[src/rsce_ram.sv]
`timescale 1ns / 1ps
// ----------------------------------------------------------------------------
// rsce_ram
// Generic simple dual-port RAM: one write port, one read port, registered read.
// ----------------------------------------------------------------------------
module rsce_ram #(
  parameter int WIDTH = 16,
  parameter int DEPTH = 64
) (
  input  logic                                          clk,
  input  logic                                          we,
  input  logic [((DEPTH > 1) ? $clog2(DEPTH) : 1)-1:0]  waddr,
  input  logic [WIDTH-1:0]                              wdata,
  input  logic                                          re,
  input  logic [((DEPTH > 1) ? $clog2(DEPTH) : 1)-1:0]  raddr,
  output logic [WIDTH-1:0]                              rdata
);

  logic [WIDTH-1:0] mem [DEPTH];

  always_ff @(posedge clk) begin
    if (we) begin
      mem[waddr] <= wdata;
    end
    if (re) begin
      rdata <= mem[raddr];
    end
  end

endmodule

[config.mk]
export PLATFORM = sky130hd
export DESIGN_NAME = rsce_ram
export DESIGN_NICKNAME = d
export VERILOG_FILES = /design/src/rsce_ram.sv
export SDC_FILE = /design/constraint.sdc
export NUM_CORES = 1
export LEC_CHECK = 0
export BUFFER_PORTS_ARGS = -buffer_cell sky130_fd_sc_hd__buf_2
export CAP_MARGIN = 20
export CORE_ASPECT_RATIO = 0.5
export CORE_UTILIZATION = 30
export DETAILED_ROUTE_END_ITERATION = 8
export GPL_ROUTABILITY_DRIVEN = 0
export GPL_TIMING_DRIVEN = 0
export SYNTH_ARGS = -nofsm -noshare
export SYNTH_HDL_FRONTEND = slang
export SYNTH_SLANG_ARGS = --single-unit
[constraint.sdc]
create_clock -name clk -period 4 [get_ports clk]
set_clock_uncertainty 0.1 [all_clocks]
set_input_delay 0.6 -clock clk [delete_from_list [all_inputs] [get_ports clk]]
set_output_delay 0.6 -clock clk [all_outputs]
set_load 0.02 [all_outputs]
# Word-level counts from Yosys, hierarchy flattened
# Memory sizes are Yosys's and may differ from the RTL's. A register that Yosys moved wholly into a read port is not among the register bits.
# Index checks and enable logic that the tools add are counted.
# word_totals
ff_bits	0
latch_bits	0
ram_bits	1024
romBits	0
out_inout_bits	16
n_memories	1
# mem_list
name	words	width	rd	rd_ports_with_merged_regs	write_ports	line	text
mem	64	16	1	1	1	19	logic [WIDTH-1:0] mem [DEPTH];
# op_classes
add_sub_neg	0
n_mul	0
div	0
n_lt_le_gt_ge	0
eq_ne	0
shift	0
mux	2
bitwise	0
reduce_logical	0
# ops
cell	count
$mux 1	2

# Longest topological paths before layout
# logic_depth
word_depth	2
depth_mapped	10
mapped_depth_nobuf	5

# Worst setup path after synthesis
# Ideal clock, no wire load.
# synth_path
path_kind	input -> register
startpoint	input waddr[3] (netlist bit)
endpoint	memory mem[48][0] (enable)
arrival_ns	2.226
path_slack_ns	1.265
stages	4
path_cell_list	clkbuf_1 nor2b_1 nand4b_1 nor3_1
# synth_rtl
item	line	text
from (decl)	12	input logic [((DEPTH > 1) ? $clog2(DEPTH) : 1)-1:0] waddr,
to (decl)	19	
# Straight into the memory's write port.

==> impl_metrics.env <==
export IMPL_status="finished clean"
export IMPL_max_stage_delay_ns=0.73
export IMPL_critical_path_top_delay_family="compound AO/OA/AOI/OAI gates"
export IMPL_hold_class="in2reg"
export IMPL_area_growth_pct=17.7
export IMPL_path_class="in2reg"
export IMPL_via_per_inst=5.01
export IMPL_cellLeakagePower_nw=14.7
export IMPL_cp_data_required_time_ns=4.23
export IMPL_yosysTopAreaCellShare_pct=77.7
export IMPL_path_common_cell="buf_2"
export IMPL_netlist_top_cells_area="edfxtp_1, mux4_2, mux2i_1"
export IMPL_ctsHoldBuffers=0
export IMPL_post_drt_wl_per_cell_microns=26.3
export IMPL_synthCells=1829
export IMPL_pwr_density_cell_nw_per_um2=487
export IMPL_multi_input_area_sq_um=8400
export IMPL_ys_flop_type="edfxtp_1"
export IMPL_insertion_delay_ns=0.67
export IMPL_netlist_top_cells_count="edfxtp_1, mux4_2, mux2i_1, nor2_1, nand2_1"
export IMPL_dp_hpwl_microns=69900
export IMPL_synth_seq_cells=1040
export IMPL_final_hold_viol_count=0
export IMPL_yosysTopAreaCell="edfxtp_1"
export IMPL_avgSynthCellArea_sq_um=22.0
export IMPL_final_core_util_pct=35.8
export IMPL_synth_area_sq_um=40200
export IMPL_finalNonFillerCells=3907
export IMPL_final_setup_viol_count=0
export IMPL_worst_pin_slew_ns=1.16
export IMPL_grt_pass1_wl_microns=147000
export IMPL_cts_tree="yes"
export IMPL_fp_dieW_microns=520
export IMPL_crit_arrival_ns=3.70
export IMPL_p_total_mw=23.0
export IMPL_cts_made_buffers=102
export IMPL_drc=0
export IMPL_hold_slack_ns=0.254
export IMPL_clock_tree_buffer_depth=3
export IMPL_slew_headroom_pct=22.4
export IMPL_core_sq_um=132000
export IMPL_regArea_sq_um=31200
export IMPL_synth_seq_area_share_pct=77.7
export IMPL_cts_clk_slew_worst_paths_ns=0.06
export IMPL_die_y_microns=261
export IMPL_met2_usage_pct=25.4
export IMPL_grt_ovfl_total=0
export IMPL_ir_worst_vdd_uv=359
export IMPL_maxSlewViolCount=0
export IMPL_dpl_worst_slack_ns=-0.0344
export IMPL_dieArea_sq_um=136000
export IMPL_final_nets=2076
export IMPL_use_met1_pct=20.0
export IMPL_io_pins=47
export IMPL_cp_max_fo=10
export IMPL_num_rows=94
export IMPL_final_min_clock_period_ns=3.47
export IMPL_cts_setup_buffers=0
export IMPL_gr_usage_met3_pct=2.06
export IMPL_fin_area_sq_um=47300
export IMPL_async_flop_share_pct=0
export IMPL_crit_path_start_kind="primary input"
export IMPL_critPathBufInv=3
export IMPL_synth_cell_types=42
export IMPL_grt_busiest_layer="met2"
export IMPL_clock_root_buffer="clkbuf_16"
export IMPL_ys_warn_count=0
export IMPL_antenna_found_initial=1
export IMPL_cap_violations=0
export IMPL_drt_iter0_drc=2186
export IMPL_n_antenna_cell=0
export IMPL_period_share_pct=86.8
export IMPL_initial_core_util_pct=30.4
export IMPL_grt_pass1_vias=19824
export IMPL_fmax_ghz=0.288
export IMPL_port_buffers=39
export IMPL_drive_gt1_share_pct=30.5
export IMPL_cts_repair_resized=0
export IMPL_rsz0062_at_grt="false"
export IMPL_dr_pass1_iters=6
export IMPL_crit_slowest_cell="a31oi_1"
export IMPL_dpl_cell_area_sq_um=43900
export IMPL_vias=19556
export IMPL_dp_cells=3715
export IMPL_routed_wl_microns=103000
export IMPL_grt_total_usage_pct=15.1
export IMPL_htreeDepth=3
export IMPL_nFillCells=12119
export IMPL_synth_most_common_cell="edfxtp_1"
export IMPL_cp_end_kind="register"
export IMPL_clock_sinks=1040
export IMPL_path_cells="buf_2 -> buf_4 -> buf_2 -> mux4_2 -> mux2i_1 -> a22oi_1 -> a31oi_1 -> a311oi_1"
export IMPL_synth_edf_count=1040
export IMPL_syn_nets=1860
export IMPL_finalSetupTns_ns=0
export IMPL_fin_ws_ns=0.528
export IMPL_grt_max_degree=65
export IMPL_detail_route_antenna_nets=0
-- cell families (layout without fill, tap and decap cells) --
family	count (synthesis)	count (layout)	share of synthesized area, %
DFF	1040	1040	77.7
muxes	336	336	15.5
and+or+nand+nor	220	220	2.64
AOI/OAI and AO/OA	129	129	2.40
buffers and inverters	104	406	1.82
-- routing by layer --
| layer | vias up | share of wire [%] |
|---|---|---|
| met5 | - | 0.017 |
| met4 | 2 | 3.7 |
| met3 | 188 | 6.1 |
| met2 | 701 | 49 |
| met1 | 10511 | 41 |
| li1 | 8154 | - |
-- layout by cell type, fill, tap and decap left out, types with 3 or more instances in the layout --
| master | instances |
|---|---|
| a211o_1 | 8 |
| a211oi_1 | 8 |
| a21oi_1 | 17 |
| a221o_1 | 6 |
| a221oi_1 | 16 |
| a22o_1 | 6 |
| a22oi_1 | 39 |
| a311oi_1 | 8 |
| a31oi_1 | 8 |
| a41oi_1 | 5 |
| and4_1 | 5 |
| buf_1 | 3 |
| buf_12 | 21 |
| buf_16 | 5 |
| buf_2 | 75 |
| buf_4 | 14 |
| buf_6 | 28 |
| buf_8 | 43 |
| bufinv_16 | 12 |
| clkbuf_1 | 49 |
| clkbuf_16 | 106 |
| clkinv_1 | 22 |
| clkinv_2 | 18 |
| clkinvlp_4 | 4 |
| edfxtp_1 | 1040 |
| mux2_2 | 27 |
| mux2i_1 | 85 |
| mux4_1 | 4 |
| mux4_2 | 220 |
| nand2_1 | 59 |
| nand2b_1 | 3 |
| nand3_1 | 24 |
| nand4_1 | 12 |
| nor2_1 | 11 |
| nor2_2 | 63 |
| nor2b_1 | 30 |
| nor4_2 | 3 |
| o21ai_0 | 5 |
| o21ai_1 | 3 |
-- layout make-up --
class                      instances  area share, %
sequential                      1040           66.0
multi-input combinational        685           17.8
clock buffer                     131           5.80
tap                             1776           4.70
timing repair buffer             112           2.93
buffer                           104           1.55
clock inverter                    59           1.26
-- state kept, by name, summed over array words and instances, names as in the netlist --
| signal | flops |
|---|---|
| mem | 1024 |
| rdata | 16 |
-- worst paths after layout --
check                        startpoint                    end  slack [ns]  cells past startpoint
setup reg to reg  mem[19][11]$_DFFE_PP_    rdata[11]$_DFFE_PP_        0.99                      5
hold reg to reg   mem[11][14]$_DFFE_PP_    rdata[14]$_DFFE_PP_        0.93                      4
hold / removal                wdata[15]  mem[19][15]$_DFFE_PP_        0.25                      1
setup / recovery               raddr[2]    rdata[11]$_DFFE_PP_        0.53                      8
-- report_power, final --
part | internal [mW] | leakage [nW] | total, mW | switching [mW]
logic | 0.447 | 3.72 | 1.28 | 0.830
registers | 12.1 | 9.37 | 12.1 | 0.0214
clock network | 5.61 | 1.63 | 9.64 | 4.03
total | 18.1 | 14.7 | 23.0 | 4.88
No activity file was read; power rests on OpenSTA's default activity.
