`config.mk`:
```
export PLATFORM = sky130hd
export DESIGN_NAME = rsce_out_fifo
export DESIGN_NICKNAME = d
export VERILOG_FILES = /design/src/rsce_pkg.sv /design/src/rsce_out_fifo.sv
export SDC_FILE = /design/constraint.sdc
export NUM_CORES = 2
export LEC_CHECK = 0
export ABC_AREA = 1
export BUFFER_PORTS_ARGS = -buffer_cell sky130_fd_sc_hd__buf_2
export CAP_MARGIN = 10
export CELL_PAD_IN_SITES_DETAIL_PLACEMENT = 0
export CELL_PAD_IN_SITES_GLOBAL_PLACEMENT = 2
export CORE_UTILIZATION = 35
export DETAILED_ROUTE_END_ITERATION = 6
export MAX_ROUTING_LAYER = met4
export PLACE_DENSITY_LB_ADDON = 0.1
export SYNTH_ARGS = -nofsm -noshare
export SYNTH_HDL_FRONTEND = slang
export SYNTH_SLANG_ARGS = --single-unit
```
`constraint.sdc`:
```
create_clock -name clk -period 11.3 [get_ports clk]
set_clock_uncertainty 0.2 [all_clocks]
set_input_delay 2.825 -clock clk [delete_from_list [all_inputs] [get_ports clk]]
set_output_delay 2.825 -clock clk [all_outputs]
set_load 0.02 [all_outputs]
```
`src/rsce_pkg.sv`:
```
`timescale 1ns / 1ps
// ----------------------------------------------------------------------------
// rsce_pkg
// Shared widths, request and result codes, the result word type and the
// saturating helpers of the route schedule cost evaluator.
// ----------------------------------------------------------------------------
package rsce_pkg;

  localparam int MAX_JOBS_DEF     = 64;
  localparam int MAX_VEHICLES_DEF = 16;
  localparam int OUT_DEPTH        = 16;

  localparam int REQ_W  = 3;
  localparam int NODE_W = 7;
  localparam int JOB_W  = 6;
  localparam int VEH_W  = 4;
  localparam int AMT_W  = 16;
  localparam int TIME_W = 24;
  localparam int WGT_W  = 16;
  localparam int KIND_W = 2;
  localparam int ENT_W  = 6;
  localparam int OBJ_W  = 48;
  localparam int TRV_W  = 32;
  localparam int PROD_W = TIME_W + WGT_W;
  localparam int BASE_W = TRV_W + 1;

  localparam int IN_DATA_W  = 80;
  localparam int OUT_DATA_W = 104;

  localparam logic [REQ_W-1:0] REQ_TRAVEL  = 3'd0;
  localparam logic [REQ_W-1:0] REQ_JOB_REC = 3'd1;
  localparam logic [REQ_W-1:0] REQ_PRICE   = 3'd2;
  localparam logic [REQ_W-1:0] REQ_VEHICLE = 3'd3;
  localparam logic [REQ_W-1:0] REQ_JOB     = 3'd4;
  localparam logic [REQ_W-1:0] REQ_END     = 3'd5;

  localparam logic [KIND_W-1:0] KIND_JOB = 2'd0;
  localparam logic [KIND_W-1:0] KIND_VEH = 2'd1;
  localparam logic [KIND_W-1:0] KIND_OBJ = 2'd2;

  typedef struct packed {
    logic [KIND_W-1:0] kind;
    logic [ENT_W-1:0]  entity;
    logic [TIME_W-1:0] time_value;
    logic [TIME_W-1:0] tardiness;
    logic [OBJ_W-1:0]  objective;
    logic              last;
  } result_t;

  // Up to two result words enter the output queue in one cycle.
  typedef struct packed {
    logic [1:0] num;
    result_t    w0;
    result_t    w1;
  } push_t;

  function automatic logic [TIME_W-1:0] sat24(input logic [TIME_W:0] s);
    return s[TIME_W] ? {TIME_W{1'b1}} : s[TIME_W-1:0];
  endfunction

  function automatic logic [TRV_W-1:0] sat32(input logic [TRV_W:0] s);
    return s[TRV_W] ? {TRV_W{1'b1}} : s[TRV_W-1:0];
  endfunction

  function automatic logic [OBJ_W-1:0] sat48(input logic [OBJ_W:0] s);
    return s[OBJ_W] ? {OBJ_W{1'b1}} : s[OBJ_W-1:0];
  endfunction

endpackage

```
`src/rsce_out_fifo.sv`:
```
`timescale 1ns / 1ps
// ----------------------------------------------------------------------------
// rsce_out_fifo
// Result word queue that takes up to two words a cycle and presents one.
// ----------------------------------------------------------------------------
module rsce_out_fifo #(
  parameter int DEPTH = rsce_pkg::OUT_DEPTH
) (
  input  logic                         clk,
  input  logic                         rst,
  input  rsce_pkg::push_t              push,
  output logic                         tvalid,
  input  logic                         tready,
  output rsce_pkg::result_t            word,
  output logic [$clog2(DEPTH+1)-1:0]   level
);

  localparam int PTR_W = $clog2(DEPTH);
  localparam int CNT_W = $clog2(DEPTH + 1);

  rsce_pkg::result_t mem [DEPTH];
  logic [PTR_W-1:0]  rd_ptr;
  logic [PTR_W-1:0]  wr_ptr;
  logic [CNT_W-1:0]  count;
  logic              pop;

  assign tvalid = (count != '0);
  assign pop    = tvalid && tready;
  assign word   = mem[rd_ptr];
  assign level  = count;

  always_ff @(posedge clk) begin
    if (push.num != 2'd0) begin
      mem[wr_ptr] <= push.w0;
    end
    if (push.num == 2'd2) begin
      mem[wr_ptr + PTR_W'(1)] <= push.w1;
    end
  end

  always_ff @(posedge clk) begin
    if (rst) begin
      rd_ptr <= '0;
      wr_ptr <= '0;
      count  <= '0;
    end else begin
      wr_ptr <= wr_ptr + PTR_W'(push.num);
      if (pop) begin
        rd_ptr <= rd_ptr + PTR_W'(1);
      end
      count <= count + CNT_W'(push.num) - CNT_W'(pop);
    end
  end

endmodule

```
Word level (Yosys, flattened, before mapping)
Memories as Yosys holds them, arrays and structs flattened. A register that Yosys moved wholly into a read port is not among the register bits.
Cells that the tools add are included.
{ "word_totals": {"ff_bits": 13, "mem_bits_rw": 1680, "input_bits": 215, "output_inout_bits": 111, "word_cells": 19, "mem_count": 1} }
{ "memory_table": {"columns": ["memory", "words", "width", "read_ports", "rd_clocked_by_memory_dff", "wr", "line_no", "rtl"], "rows": [
  ["mem", 16, 105, 1, 1, 2, "rsce_out_fifo.sv:21", "rsce_pkg::result_t mem [DEPTH];"]
]} }
{ "classes": {"addsub": 5, "n_eq_ne": 1, "n_mux": 6, "n_reduce_logical": 3} }
{ "op_table": {"columns": ["op", "count"], "rows": [
  ["$add 4x1->4 const B", 2],
  ["$mux 4", 2],
  ["$add 5x2->5", 1],
  ["$reduce_bool 5->1", 1],
  ["$sub 5x1->5", 1],
  ["$add 4x2->4", 1],
  ["$mux 1", 4],
  ["$eq 2x2->1 const B", 1],
  ["$reduce_bool 2->1", 1],
  ["$logic_and 1x1->1", 1]
]} }

Depth between registers and ports, before layout
{ "logic_depth": {"depth_word": 4, "mapped_depth": 15, "depth_no_buf": 15} }

Worst setup path before layout
No wires, ideal clock.
{ "synth_timing": {"path_kind": "input to register", "start": "input port push[211] (netlist name)", "end": "memory mem[0][0] (netlist name), enable pin", "setup_time_ns": 0.723, "arrival_ns": 10.616, "required_ns": 10.377, "path_slack_ns": -0.239, "stages": 2, "n_path_buf": 0, "cell_sequence": "nor2_1 o31ai_1"} }
{ "synth_rtl": {"columns": ["element", "line_no", "rtl"], "rows": [
  ["start: declaration", "rsce_out_fifo.sv:11", "input rsce_pkg::push_t push,"],
  ["end: declaration", "rsce_out_fifo.sv:21", null]
]} }

==> results.toml <==
[finish]
final_cell_mix = "nand2_1 (3922), edfxtp_1 (1680), o21ai_0 (1405)"
drive_gt1_share_pct = 6.73
fin_area_um2 = 99400
layout_commonest_cell = "nand2_1"
fin_nets = 10900
area_delta_synth_final_pct = 9.85
final_cells = 14200
fin_util_pct = 38.7

[detailed_routing]
drt-wirelength-per-cell_um = 23.6
first_pass_iters = 6
num_vias = 72800
wirelength_mm = 336
drt_iter0_drc = 6739
via_per_inst = 5.11
drtAntennaViolNets = 0
post-route-drc-count = 0

[setup_path]
startpoint_type = "flip-flop"
worst-path-buf-inv = 3
worst_r2r_path_depth = 7
cpLargestDelayFamily = "buffers and inverters"
path_class = "reg2out"
critical_path_arrival_ns = 4.78
crit_fanout = 84
slowest_stage = "buf_4"
endpoint_kind = "output port"
rrSetupSlack_ns = 6.96
r2r_start = "wr_ptr[2]$_SDFF_PP0_"
crit_chain = "buf_4 -> buf_4 -> nand2_1 -> nand2_1 -> nand2_1 -> nand3_1 -> nand3_1 -> nand2_1 -> buf_2"
slowest_delay_ns = 0.96
worstPathRequired_ns = 8.28
cpMostUsedCell = "nand2_1"
timing.rr.end = "mem[2][44]$_DFFE_PP_"

[global_routing]
grt-ovfl-total = 0
antenna_found_initial = 34
grt_pass1_vias = 69300
grt_pass1_wl_mm = 489
grt_start_max_net_pins = 170
grt_usage_pct = 26.4

[power_and_ir_drop]
power_frac_seq_pct = 41.1
clock_power_share_pct = 35.3
p_comb_share_pct = 23.5
power.density_nw_per_um2 = 180
p_leak_uw = 0.0448
p_int_uw = 12000
peakVddDrop_v = 0.000160
p_sw_share_pct = 33.1
p_sw_uw = 5950

[job]
drv_cap = 0

[clock_network]
clk_pin_slew_ns = 0.06
clk_path_buf_depth = 3
h-tree-depth = 4
clk_latency_ns = 0.86
hold_buffers = 0
post_cts_resize_count = 0
cts_setup_buffers = 0
cts_tree = "built"
cts.sinks = 1697
cts_root_buf = "clkbuf_16"
numCtsBuffers = 206

[floorplan]
io_pins = 326
fp.dieArea_um2 = 261000
core-area_um2 = 257000
die_h_um = 511
die_w_um = 511
initial_core_util_pct = 35.2
fp-row-count = 186

[placement]
place.gp.congestion = 0.765
pre_cts_ws_ns = 4.00
hpwl_mm = 169
portBuffers = 325
place_area_um2 = 93200
dp_cells = 13900

[synthesis]
ys_ff_latch = 1697
yosysWarnings = 0
synth.distinct_cells = 26
synth-seq-area-share_pct = 56.1
synthesis.area_um2 = 90500
syn_area_per_cell_um2 = 8.17
synth_cells = 11100
synthesis.nets = 11300

[timing]
rsz0062_at_grt = "false"
worst_pin_slew_ns = 1.38
hold_viol = 0
slew_headroom_pct = 8.31
min_period_over_period_pct = 69.1
setup_ws_ns = 3.49
period_minus_slack_ns = 7.81
timing.fmax_mhz = 128
slew_violations = 0
setup_viol_count_final = 0

[worst_hold_path]
min_path_type = "reg2reg"
min_from = "rd_ptr[3]$_SDFFE_PP0N_"
hold_path_depth = 2

[status]
status = "finished, final reports clean"
-- per-layer routing --
layer / vias up / part of all wire (%) / track usage, %
met4: 0 / 1.7 / 5.11
met1: 35300 / 46 / 35.6
li1: 35000 / - / -
met2: 2089 / 47 / 43.0
met5: - / 0 / -
met3: 366 / 5.5 / 2.97
-- worst reg2reg max path, delay by kind of cell (launching register included) --
kind | cells | cell delay [ns]
buffers and inverters | 3 | 1.62
DFF | 1 | 0.39
and+or+nand+nor | 4 | 1.69
-- how the worst max path moves through the flow --
stage                     startpoint              endpoint  slack, ns  cells after the start
after floorplan            push[211]  mem[12][0]$_DFFE_PP_      -0.24                      2
after global placement     push[211]  mem[2][44]$_DFFE_PP_       4.04                      7
after detailed placement   push[211]  mem[2][44]$_DFFE_PP_       4.00                      7
after CTS                  flip-flop               word[1]       3.36                      9
after global routing       flip-flop               word[1]       3.16                      9
final                      flip-flop              word[76]       3.49                      9
-- registers in the layout (all words and copies together) (netlist names), named ones only --
| signal | cells |
|---|---|
| rd_ptr | 4 |
| wr_ptr | 4 |
| mem | 1680 |
| level | 5 |
-- cell type report --
cell class,count,area (um^2)
clock inverters,82,563
clock buffers,284,5640
well taps,3384,4230
repair buffers,425,2650
diodes,22,55.1
fillers,26000,157000
multi-input cells,6957,30200
flip-flops and latches,1697,50800
inverters,1394,5260
-- cell families (layout without fill, tap and decap cells) --
| logic type | Yosys count | in the layout | synth area share, % |
|---|---|---|---|
| AO/OA/AOI/OAI | 1691 | 1691 | 9.36 |
| XOR/XNOR | 3 | 3 | 0.0290 |
| adder cells (fa/ha/maj) | 12 | 12 | 0.182 |
| buffers and inverters | 2430 | 2185 | 10.8 |
| flip-flops | 1697 | 1697 | 56.1 |
| other | 0 | 22 | 0 |
| AND/OR/NAND/NOR | 5251 | 5251 | 23.5 |
-- cell usage after synthesis --
cell / instances / area, um^2
a21boi_1: 1 / 7.51
a21oi_1: 4 / 20.0
and3_1: 1 / 6.26
buf_1: 215 / 807
buf_2: 386 / 1930
buf_4: 5 / 37.5
buf_6: 17 / 191
clkbuf_1: 412 / 1550
clkbuf_2: 1 / 5.00
clkinv_1: 2 / 7.51
dfxtp_1: 17 / 340
edfxtp_1: 1680 / 50400
fa_1: 2 / 40.0
ha_1: 10 / 125
inv_1: 1388 / 5210
inv_2: 4 / 15.0
nand2_1: 3948 / 14800
nand3_1: 1263 / 6320
nand4_1: 2 / 12.5
nor2_1: 34 / 128
nor2_2: 2 / 12.5
nor2_4: 1 / 11.3
o21ai_0: 1405 / 7030
o21ai_1: 278 / 1390
o31ai_1: 3 / 22.5
xor2_1: 3 / 26.3
-- power by group through the flow --
| stage | combinational (uW) | clock (uW) | sequential, uW |
|---|---|---|---|
| global placement | 4250 | 0 | 7500 |
| detailed placement | 4270 | 0 | 7510 |
| global route | 4670 | 6690 | 7400 |
| CTS | 4280 | 6470 | 7380 |
| floorplan | 2760 | 0 | 7500 |
| finish | 4220 | 6340 | 7370 |
-- metrics by stage --
stage / power, uW / TNS [ns] / hold WS, ns
floorplan: 10300 / -49.45 / 0.271
global placement: 11800 / 0 / 0.294
detailed placement: 11800 / 0 / 0.301
CTS: 18100 / 0 / 0.309
global route: 18800 / 0 / 0.342
finish: 17900 / 0 / 0.307
(Power assumes the default switching activity.)
